File: src/hw/rtl/lzfd_pkg.sv
package lzfd_pkg;

  // Field widths of the payload
  localparam int unsigned ByteW   = 8;
  localparam int unsigned CountW  = 32;
  localparam int unsigned DistW   = 12;
  localparam int unsigned LenW    = 5;
  localparam int unsigned ErrW    = 2;
  localparam int unsigned BitsW   = 4;
  localparam int unsigned OutDataW = 48;  // 43 field bits padded to whole bytes

  localparam logic [LenW-1:0]   MinMatch     = LenW'(3);
  localparam logic [BitsW-1:0]  FlagsPerCtrl = BitsW'(7);  // left after the first flag
  localparam logic [CountW-1:0] HeaderBytes  = CountW'(8);
  localparam logic [CountW-1:0] RawSizeReset = CountW'(1);

  localparam logic [ErrW-1:0] ErrNone     = 2'd0;
  localparam logic [ErrW-1:0] ErrBadDist  = 2'd1;
  localparam logic [ErrW-1:0] ErrShort    = 2'd2;

  typedef enum logic [1:0] {
    PH_TOKEN,
    PH_LITERAL,
    PH_MATCH1,
    PH_MATCH2
  } phase_e;

  typedef enum logic [1:0] {
    HALT_RUN,
    HALT_DONE,
    HALT_BAD_DIST,
    HALT_SHORT
  } halt_e;

  typedef enum logic [1:0] {
    ST_IDLE,
    ST_DECODE,
    ST_READ,
    ST_WRITE
  } ctrl_state_e;

  typedef struct packed {
    logic accept;  // latch the incoming packed byte
    logic decode;  // commit the parse step for the latched byte
    logic push;    // load the single result of a non-copy step
    logic read;    // issue a history read for the next copied byte
    logic write;   // emit and store the copied byte
  } ctrl_cmd_t;

  typedef struct packed {
    logic out_free;   // output register can take a result this cycle
    logic copy;       // latched byte starts a valid match copy
    logic copy_last;  // current copied byte is the last of the match
  } dp_status_t;

endpackage

File: src/hw/rtl/lzfd_ctrl.sv
module lzfd_ctrl (
  input  logic                    clk_i,
  input  logic                    rst_ni,
  input  logic                    in_valid_i,
  output logic                    in_ready_o,
  input  lzfd_pkg::dp_status_t    status_i,
  output lzfd_pkg::ctrl_cmd_t     cmd_o
);

  lzfd_pkg::ctrl_state_e state_q, state_d;

  always_ff @(posedge clk_i or negedge rst_ni) begin
    if (!rst_ni) begin
      state_q <= lzfd_pkg::ST_IDLE;
    end else begin
      state_q <= state_d;
    end
  end

  always_comb begin
    state_d    = state_q;
    cmd_o      = '0;
    in_ready_o = 1'b0;
    unique case (state_q)
      lzfd_pkg::ST_IDLE: begin
        in_ready_o = 1'b1;
        if (in_valid_i) begin
          cmd_o.accept = 1'b1;
          state_d      = lzfd_pkg::ST_DECODE;
        end
      end
      lzfd_pkg::ST_DECODE: begin
        if (status_i.copy) begin
          cmd_o.decode = 1'b1;
          state_d      = lzfd_pkg::ST_READ;
        end else if (status_i.out_free) begin
          cmd_o.decode = 1'b1;
          cmd_o.push   = 1'b1;
          state_d      = lzfd_pkg::ST_IDLE;
        end
      end
      lzfd_pkg::ST_READ: begin
        cmd_o.read = 1'b1;
        state_d    = lzfd_pkg::ST_WRITE;
      end
      lzfd_pkg::ST_WRITE: begin
        if (status_i.out_free) begin
          cmd_o.write = 1'b1;
          state_d     = status_i.copy_last ? lzfd_pkg::ST_IDLE : lzfd_pkg::ST_READ;
        end
      end
    endcase
  end

endmodule

File: config.mk
export PLATFORM = sky130hd
export DESIGN_NAME = lzfd_ctrl
export DESIGN_NICKNAME = d
export VERILOG_FILES = /design/src/hw/rtl/lzfd_pkg.sv /design/src/hw/rtl/lzfd_ctrl.sv
export SDC_FILE = /design/constraint.sdc
export NUM_CORES = 1
export LEC_CHECK = 0
export BUFFER_PORTS_ARGS = -buffer_cell sky130_fd_sc_hd__buf_2
export CORE_AREA = 2 2 39 41
export DETAILED_ROUTE_END_ITERATION = 7
export DIE_AREA = 0 0 41 43
export GPL_TIMING_DRIVEN = 0
export SKIP_LAST_GASP = 1
export SYNTH_ARGS = -nofsm -noshare
export SYNTH_HDL_FRONTEND = slang
export SYNTH_SLANG_ARGS = --single-unit
File: constraint.sdc
create_clock -name clk_i -period 2.35 [get_ports clk_i]
set_input_delay 0.3525 -clock clk_i [delete_from_list [all_inputs] [get_ports clk_i]]
set_output_delay 0.3525 -clock clk_i [all_outputs]
set_load 0.005 [all_outputs]
# Word level (Yosys, flattened, before mapping)
# Cells that the tools add are included.
[word_totals]
regBits = 2
latch_bits = 0
mem_bits_rw = 0
rom_bits = 0
output_inout_bits = 6
word_cells = 25
n_memories = 0
[classes]
addsub = 0
n_mul = 0
div = 0
order_cmp = 0
n_eq_ne = 6
shifts = 0
n_mux = 16
bitwise = 0
reduce_logical = 2
[op_table]
columns = ["op", "n"]
rows = [
  ["2-to-1 mux 2 bit", 7],
  ["2-to-1 mux 1 bit", 8],
  ["one-hot mux 2 bit (4 select lines)", 1],
  ["equality test 2 bit, second input constant", 2],
  ["!= test 2 bit, second input constant", 2],
  ["!= test 3 bit, second input constant", 1],
  ["AND reduction 3 bit", 1],
  ["equality test 2 x 1 -> 1 bit, second input constant", 1],
  ["zero test 2 bit", 1],
]

# Depth between registers and ports, before layout
# Gate-level depths: netlist (run 1).
[logic_depth]
ltp_word = 3
mapped_depth = 4

# Worst setup path before layout (run 1)
# OpenSTA, ideal clock, no wires.
[synth_timing]
kind = "flip-flop to output port"
startpoint = "register state_q[0]"
endpoint = "output cmd_o[4] (netlist name)"
arrival_time_ns = 0.722
required_time_ns = 1.997
path_slack_ns = 1.275
path_stages_with_launch = 4
path_buffers = 1
cell_sequence = "dfrtp_1 -> buf_6 -> nor2_2 -> and2_1"
[synth_lines]
columns = ["item", "line_no", "text"]
rows = [
  ["start: declaration", "lzfd_ctrl.sv:10", "lzfd_pkg::ctrl_state_e state_q, state_d;"],
  ["start signal: assignment", "lzfd_ctrl.sv:14", "state_q <= lzfd_pkg::ST_IDLE;"],
  ["start signal: assignment", "lzfd_ctrl.sv:16", "state_q <= state_d;"],
  ["end: declaration", "lzfd_ctrl.sv:7", "output lzfd_pkg::ctrl_cmd_t cmd_o"],
]

==> results of run 1 <==
## power by group through the flow
stage / clock network [uW] / logic [uW] / registers [uW]
finish: 75.7 / 131 / 73.1
global route: 83.6 / 146 / 75.0
CTS: 79.2 / 135 / 73.4
detailed placement: 0 / 132 / 73.1
global placement: 0 / 131 / 72.8
floorplan: 0 / 90.4 / 68.7
## area by class of cell
| class | instances | area (um^2) | area share |
|---|---|---|---|
| Buffer | 1 | 11.3 | 0.0435 |
| Clock buffer | 3 | 22.5 | 0.0870 |
| Multi-Input combinational cell | 13 | 90.1 | 0.348 |
| Sequential cell | 2 | 50.0 | 0.193 |
| Tap cell | 16 | 20.0 | 0.0773 |
| Timing Repair Buffer | 12 | 65.1 | 0.251 |
## metrics by stage
step / power [uW] / hold slack, ns
4_1_cts: 287 / 0.346
6_report: 280 / 0.351
3_5_place_dp: 205 / 0.140
2_1_floorplan: 159 / 0.0569
5_1_grt: 305 / 0.359
3_3_place_gp: 203 / 0.139
## Yosys cell counts (all sizes together)
cell and n:
nor2 3, a21oi 2, dfrtp 2, a41oi 1, and2 1, and3 1
buf 1, nand2 1, nor2b 1, nor3 1, nor3b 1, o21a 1
## cells by family after synthesis
group,count (synthesis),share of synthesized area
and+or+nand+nor,9,0.421
AOI/OAI and AO/OA,4,0.174
DFF,2,0.331
buffers and inverters,1,0.0744
## critical path: stages (launching register included)
cell,delay (ns)
dfrtp_1,0.45
nor2_2,0.14
and2_1,0.12
buf_2,0.10
## layer usage
metal	vias up	wire length (um)
met4	0	0
met5	-	0
met1	73	152
li1	88	-
met3	0	24
met2	6	201
## worst max-delay path by stage
stage,to,startpoint,depth (start not counted),slack [ns]
final,cmd_o[4],state_q[1],3,0.96
after global routing,cmd_o[4],state_q[1],3,0.88
after CTS,cmd_o[4],state_q[1],3,0.94
after detailed placement,cmd_o[4],state_q[1],3,1.19
after global placement,cmd_o[4],state_q[1],3,1.20
after floorplan,cmd_o[4],state_q[0],3,1.28
==> impl_metrics.csv, run 1 <==
group,metric,value,unit
grt,met3_usage,0.0314,
sta,period_needed,1.39,ns
grt,grt_pass1_vias,152,
drt,first_pass_iters,2,
grt,grt-ovfl-total,0,
critical_path,crit_type,"reg2out",
placement,dpl_cell_area,226,um^2
clocking,clkTransAtPathRegs,0.03,ns
clocking,cts_setup_buffers,0,
critical_path,reg2reg_depth,4,
drt,num_vias,167,
min_path,hold_end,"state_q[1]",
clocking,cts_root_buf,"clkbuf_4",
logic_synthesis,synth_top_area_frac,0.331,
pwr,clock_power_share,0.270,
logic_synthesis,post-synth-top-area-cell,"dfrtp_1",
min_path,hold_depth,2,
logic_synthesis,yosys_warnings,0,
sta,setup_viol,0,
pwr,comb_power_share,0.469,
critical_path,crit_arrival,1.04,ns
drt,drt-wirelength-per-cell,8.02,um
pwr,p_sw,97.8,uW
logic_synthesis,netlist_area,151,um^2
critical_path,r2r-start,"state_q[0]",
sta,relSlewSlack,0.828,
cells_and_area,area_growth_syn_to_layout,71.1,%
grt,grt_usage,0.0531,
grt,grtUsageMet1,0.0383,
floorplanning,core_region_area,0.00138,mm^2
sta,skew,0.00234,ns
pwr,power_leakage,0.000126,uW
floorplanning,row_count,14,
clocking,htreeDepth,1,
sta,rsz0062_at_grt,"false",
cells_and_area,final_cells,47,
pwr,seq_power_share,0.261,
grt,top_usage_layer,"met4",
drt,remaining_drc_errors,0,
drt,routed_via_density,3.55,
critical_path,r2r-end,"state_q[0]",
pwr,ir_drop,167,uV
grt,grt_max_degree,10,
grt,grt_pass1_wl,545,um
logic_synthesis,ys_types,14,
logic_synthesis,synthesis.nets,22,
critical_path,cp_max_fo,8,
cells_and_area,drive_gt1_frac,0.613,
cells_and_area,final_core_util,0.187,
min_path,hp-start,"status_i[0]",
placement,dp_slack,1.19,ns
floorplanning,die_y,43,um
cells_and_area,n_antenna_cell,0,
floorplanning,die-area,0.00176,mm^2
logic_synthesis,synth-seq-cells,2,
clocking,cts_resized,0,
floorplanning,die_x,41,um
drt,wl,377,um
sta,fin_ws,0.958,ns
logic_synthesis,synth-seq-area-share,0.331,
sta,fmax,719,MHz
sta,min_period_over_period,0.592,
drt,drt_iter0_markers,1,
clocking,cts_tree,"done",
placement,dp_hpwl,284,um
floorplanning,ios,12,
pwr,p_int,182,uW
drt,ant_nets,0,
cells_and_area,stdcell_area,259,um^2
clocking,hold_buffers,1,
pwr,power_density,1080,mW/mm^2
cells_and_area,nNetsFinal,39,
min_path,hold_class,"in2reg",
grt,antenna_found_initial,0,
status,status,"complete, no violations",
job,maxCapViolCount,0,
cells_and_area,largestRegisters,"state_q (2)",
cells_and_area,largest_reg_flops,2,
clocking,clkLatencyLatePin,0.22,ns
cells_and_area,largest_register,"state_q",
clocking,cts_made_buffers,3,
sta,drv_slew,0,
placement,dpl.cell_count,43,
cells_and_area,mostFrequentLayoutCell,"buf_2",
floorplanning,start_util,0.109,
grt,grt_use_met2,0.0719,
sta,hold_viol_final,0,
placement,io_buffers,11,
sta,setup_tns,0,ns
critical_path,r2r_slack,1.45,ns
cells_and_area,layout_common_cells,"buf_2 (11), clkbuf_4 (3), a21oi_1 (2), dfrtp_1 (2)",
pwr,switching_share,0.349,
cells_and_area,fill_cells,162,
critical_path,critPathCaptureType,"output port",
logic_synthesis,synth_area_leaders,"dfrtp_1 (33%), nor3b_2 (8.3%), buf_6 (7.4%), nor2_4 (7.4%), a21oi_1 (6.6%)",
logic_synthesis,synthCells,16,
logic_synthesis,avgSynthCellArea,9.46,um^2
placement,place.gp.congestion,0.608,
sta,worst_slew_pin_slew,0.257,ns
clocking,cts.sinks,2,
clocking,cts_max_path_buffers,2,
critical_path,required,2.00,ns
critical_path,start_kind,"flip-flop",
Power figures use the tool's default switching activity.
==> inputs of run 2 (changes only) <==
--- a/config.mk
+++ b/config.mk
@@ -5,6 +5,7 @@
 export SDC_FILE = /design/constraint.sdc
 export NUM_CORES = 1
 export LEC_CHECK = 0
+export ABC_AREA = 1
 export BUFFER_PORTS_ARGS = -buffer_cell sky130_fd_sc_hd__buf_2
 export CORE_AREA = 2 2 39 41
 export DETAILED_ROUTE_END_ITERATION = 7
==> constraint.sdc (replaced) <==
create_clock -name clk_i -period 1.25 [get_ports clk_i]
set_input_delay 0.1875 -clock clk_i [delete_from_list [all_inputs] [get_ports clk_i]]
set_output_delay 0.1875 -clock clk_i [all_outputs]
set_load 0.005 [all_outputs]
==> impl_metrics.csv, run 2 <==
group,metric,value,unit
clocking,cts_tree,"done",
status,status,"complete, no violations",
cells_and_area,stdcell_area,258,um^2
drt,wl,420,um
placement,io_buffers,11,
drt,drt-wirelength-per-cell,7.92,um
logic_synthesis,synth_top_area_frac,0.360,
placement,place.gp.congestion,0.683,
pwr,comb_power_share,0.476,
critical_path,crit_path_start,"state_q[1]",
pwr,ir_drop,797,uV
clocking,htreeDepth,1,
sta,fmax,827,MHz
critical_path,cp_max_fo,5,
min_path,hold_class,"in2reg",
floorplanning,start_util,0.100,
clocking,cts_setup_buffers,0,
logic_synthesis,post-synth-top-area-cell,"dfrtp_1",
logic_synthesis,synth_edf_count,0,
clocking,cts_max_path_buffers,2,
logic_synthesis,ys_top_cells_by_count,"nand2_1 (4), nor2_1 (4), nor3_1 (3)",
logic_synthesis,ys_types,10,
critical_path,r2r-end,"state_q[1]",
clocking,clkLatencyLatePin,0.22,ns
logic_synthesis,async_flop_share,1.00,
sta,skew,0.00317,ns
sta,hold_viol_final,0,
grt,top_usage_layer,"met1",
sta,drv_slew,0,
clocking,clkTransAtPathRegs,0.03,ns
drt,first_pass_iters,4,
cells_and_area,nNetsFinal,45,
clocking,cts_made_buffers,3,
floorplanning,die-area,0.00176,mm^2
cells_and_area,n_antenna_cell,0,
sta,min_period_over_period,0.968,
pwr,clock_power_share,0.260,
grt,grt-ovfl-total,0,
drt,ant_nets,0,
min_path,hold_depth,3,
floorplanning,ios,12,
grt,met3_usage,0.0262,
drt,drt_iter0_markers,7,
critical_path,start_kind,"flip-flop",
critical_path,crit_arrival,1.02,ns
grt,grt_use_met2,0.0438,
logic_synthesis,yosys_warnings,0,
critical_path,r2r-start,"state_q[1]",
logic_synthesis,synthCells,22,
sta,rsz0062_at_grt,"true",
logic_synthesis,synth-seq-cells,2,
sta,fin_ws,0.0405,ns
cells_and_area,drive_gt1_frac,0.568,
drt,num_vias,190,
job,maxCapViolCount,0,
cells_and_area,largest_reg_flops,2,
logic_synthesis,avgSynthCellArea,6.31,um^2
min_path,hold_end,"state_q[0]",
placement,dp_slack,0.245,ns
floorplanning,die_x,41,um
sta,relSlewSlack,0.899,
cells_and_area,area_growth_syn_to_layout,85.6,%
sta,setup_viol,0,
sta,worst_slew_pin_slew,0.151,ns
sta,period_needed,1.21,ns
cells_and_area,largest_register,"state_q",
grt,grtUsageMet1,0.0643,
grt,grt_max_degree,6,
logic_synthesis,synth_flop_cell,"dfrtp_1",
grt,grt_usage,0.0452,
placement,dpl_cell_area,214,um^2
drt,routed_via_density,3.58,
pwr,switching_share,0.405,
floorplanning,row_count,14,
clocking,cts.sinks,2,
clocking,cts_root_buf,"clkbuf_4",
drt,remaining_drc_errors,0,
cells_and_area,layout_common_cells,"buf_2 (11), nor2_1 (3), nand2_1 (3), clkbuf_4 (3)",
pwr,power_density,2070,mW/mm^2
min_path,hp-start,"in_valid_i",
critical_path,r2r_slack,0.37,ns
grt,grt_pass1_wl,531,um
pwr,design_power_total,534,uW
grt,grt_pass1_vias,147,
pwr,p_int,317,uW
pwr,seq_power_share,0.264,
logic_synthesis,netlist_area,139,um^2
logic_synthesis,synth-seq-area-share,0.360,
placement,dp_hpwl,338,um
critical_path,reg2reg_depth,5,
grt,antenna_found_initial,0,
critical_path,crit_type,"reg2out",
cells_and_area,largestRegisters,"state_q (2)",
logic_synthesis,synth_area_leaders,"dfrtp_1 (36%), nor3_1 (11%), nand2_1 (11%), nor2_1 (11%), nand3_1 (7.2%)",
critical_path,critPathCaptureType,"output port",
pwr,p_sw,216,uW
logic_synthesis,synthesis.nets,28,
cells_and_area,mostFrequentLayoutCell,"buf_2",
floorplanning,die_y,43,um
floorplanning,core_region_area,0.00138,mm^2
pwr,power_leakage,0.000146,uW
critical_path,required,1.06,ns
-- run 2: changes by cell type in the layout (fill, tap and decap cells not counted), sizes merged, moves of 2 or more --
| cell | previous run | this run |
|---|---|---|
| nand2 | 1 | 5 |
| inv | 0 | 4 |
| nand3 | 0 | 2 |
| nor3 | 1 | 3 |
-- run 2: critical path, cell delays in order (launching register included) --
cell     delay, ns
dfrtp_1       0.39
inv_2         0.11
nand2_2       0.07
nor3_2        0.10
buf_2         0.13
-- run 2: how the worst max path moves through the flow --
stage               end  depth (start not counted)
2_1_floorplan  cmd_o[2]                          3
3_3_place_gp   cmd_o[2]                          4
3_5_place_dp   cmd_o[2]                          4
4_1_cts        cmd_o[2]                          4
5_1_grt        cmd_o[2]                          4
6_report       cmd_o[2]                          4
-- run 2: timing repair --
action | CTS | global route
hold buffers | 1 | 0
setup endpoints to repair | 0 | 4
resized for setup | 0 | 4
endpoints found under the hold margin | 2 | 0
-- run 2: routing by layer --
layer	part of all wire	routed length, um	up-vias
met5	0	0	-
met4	0	0	0
met3	0.14	60	0
met2	0.37	156	9
met1	0.49	204	81
li1	-	-	100
-- run 2: power by group through the flow --
stage	logic, uW	clock network [uW]	registers, uW
after floorplan	147	0	128
after global placement	235	0	133
after detailed placement	238	0	135
after CTS	242	147	134
after global routing	284	152	145
final	254	139	141
-- run 2: area by class of cell --
| cell class | count | area (um^2) |
|---|---|---|
| Inverter | 4 | 15.0 |
| Tap cell | 16 | 20.0 |
| Fill cell | 162 | 1130 |
| Clock buffer | 3 | 22.5 |
| Multi-Input combinational cell | 16 | 83.8 |
| Timing Repair Buffer | 12 | 65.1 |
| Sequential cell | 2 | 51.3 |
-- run 2: kinds of logic after synthesis --
| group | synth area share |
|---|---|
| buffers and inverters | 0.108 |
| AND/OR/NAND/NOR | 0.495 |
| flip-flops | 0.360 |
| AO/OA/AOI/OAI | 0.0360 |
-- run 2: per-stage QoR --
step | hold WS [ns] | cells | util | TNS [ns]
floorplan | -0.108 | 22 | - | 0
global placement | -0.0256 | 49 | 0.155 | 0
detailed placement | -0.0250 | 49 | 0.155 | 0
CTS | 0.216 | 53 | 0.178 | 0
global route | 0.241 | 53 | 0.186 | -0.00779
finish | 0.224 | 53 | 0.186 | 0
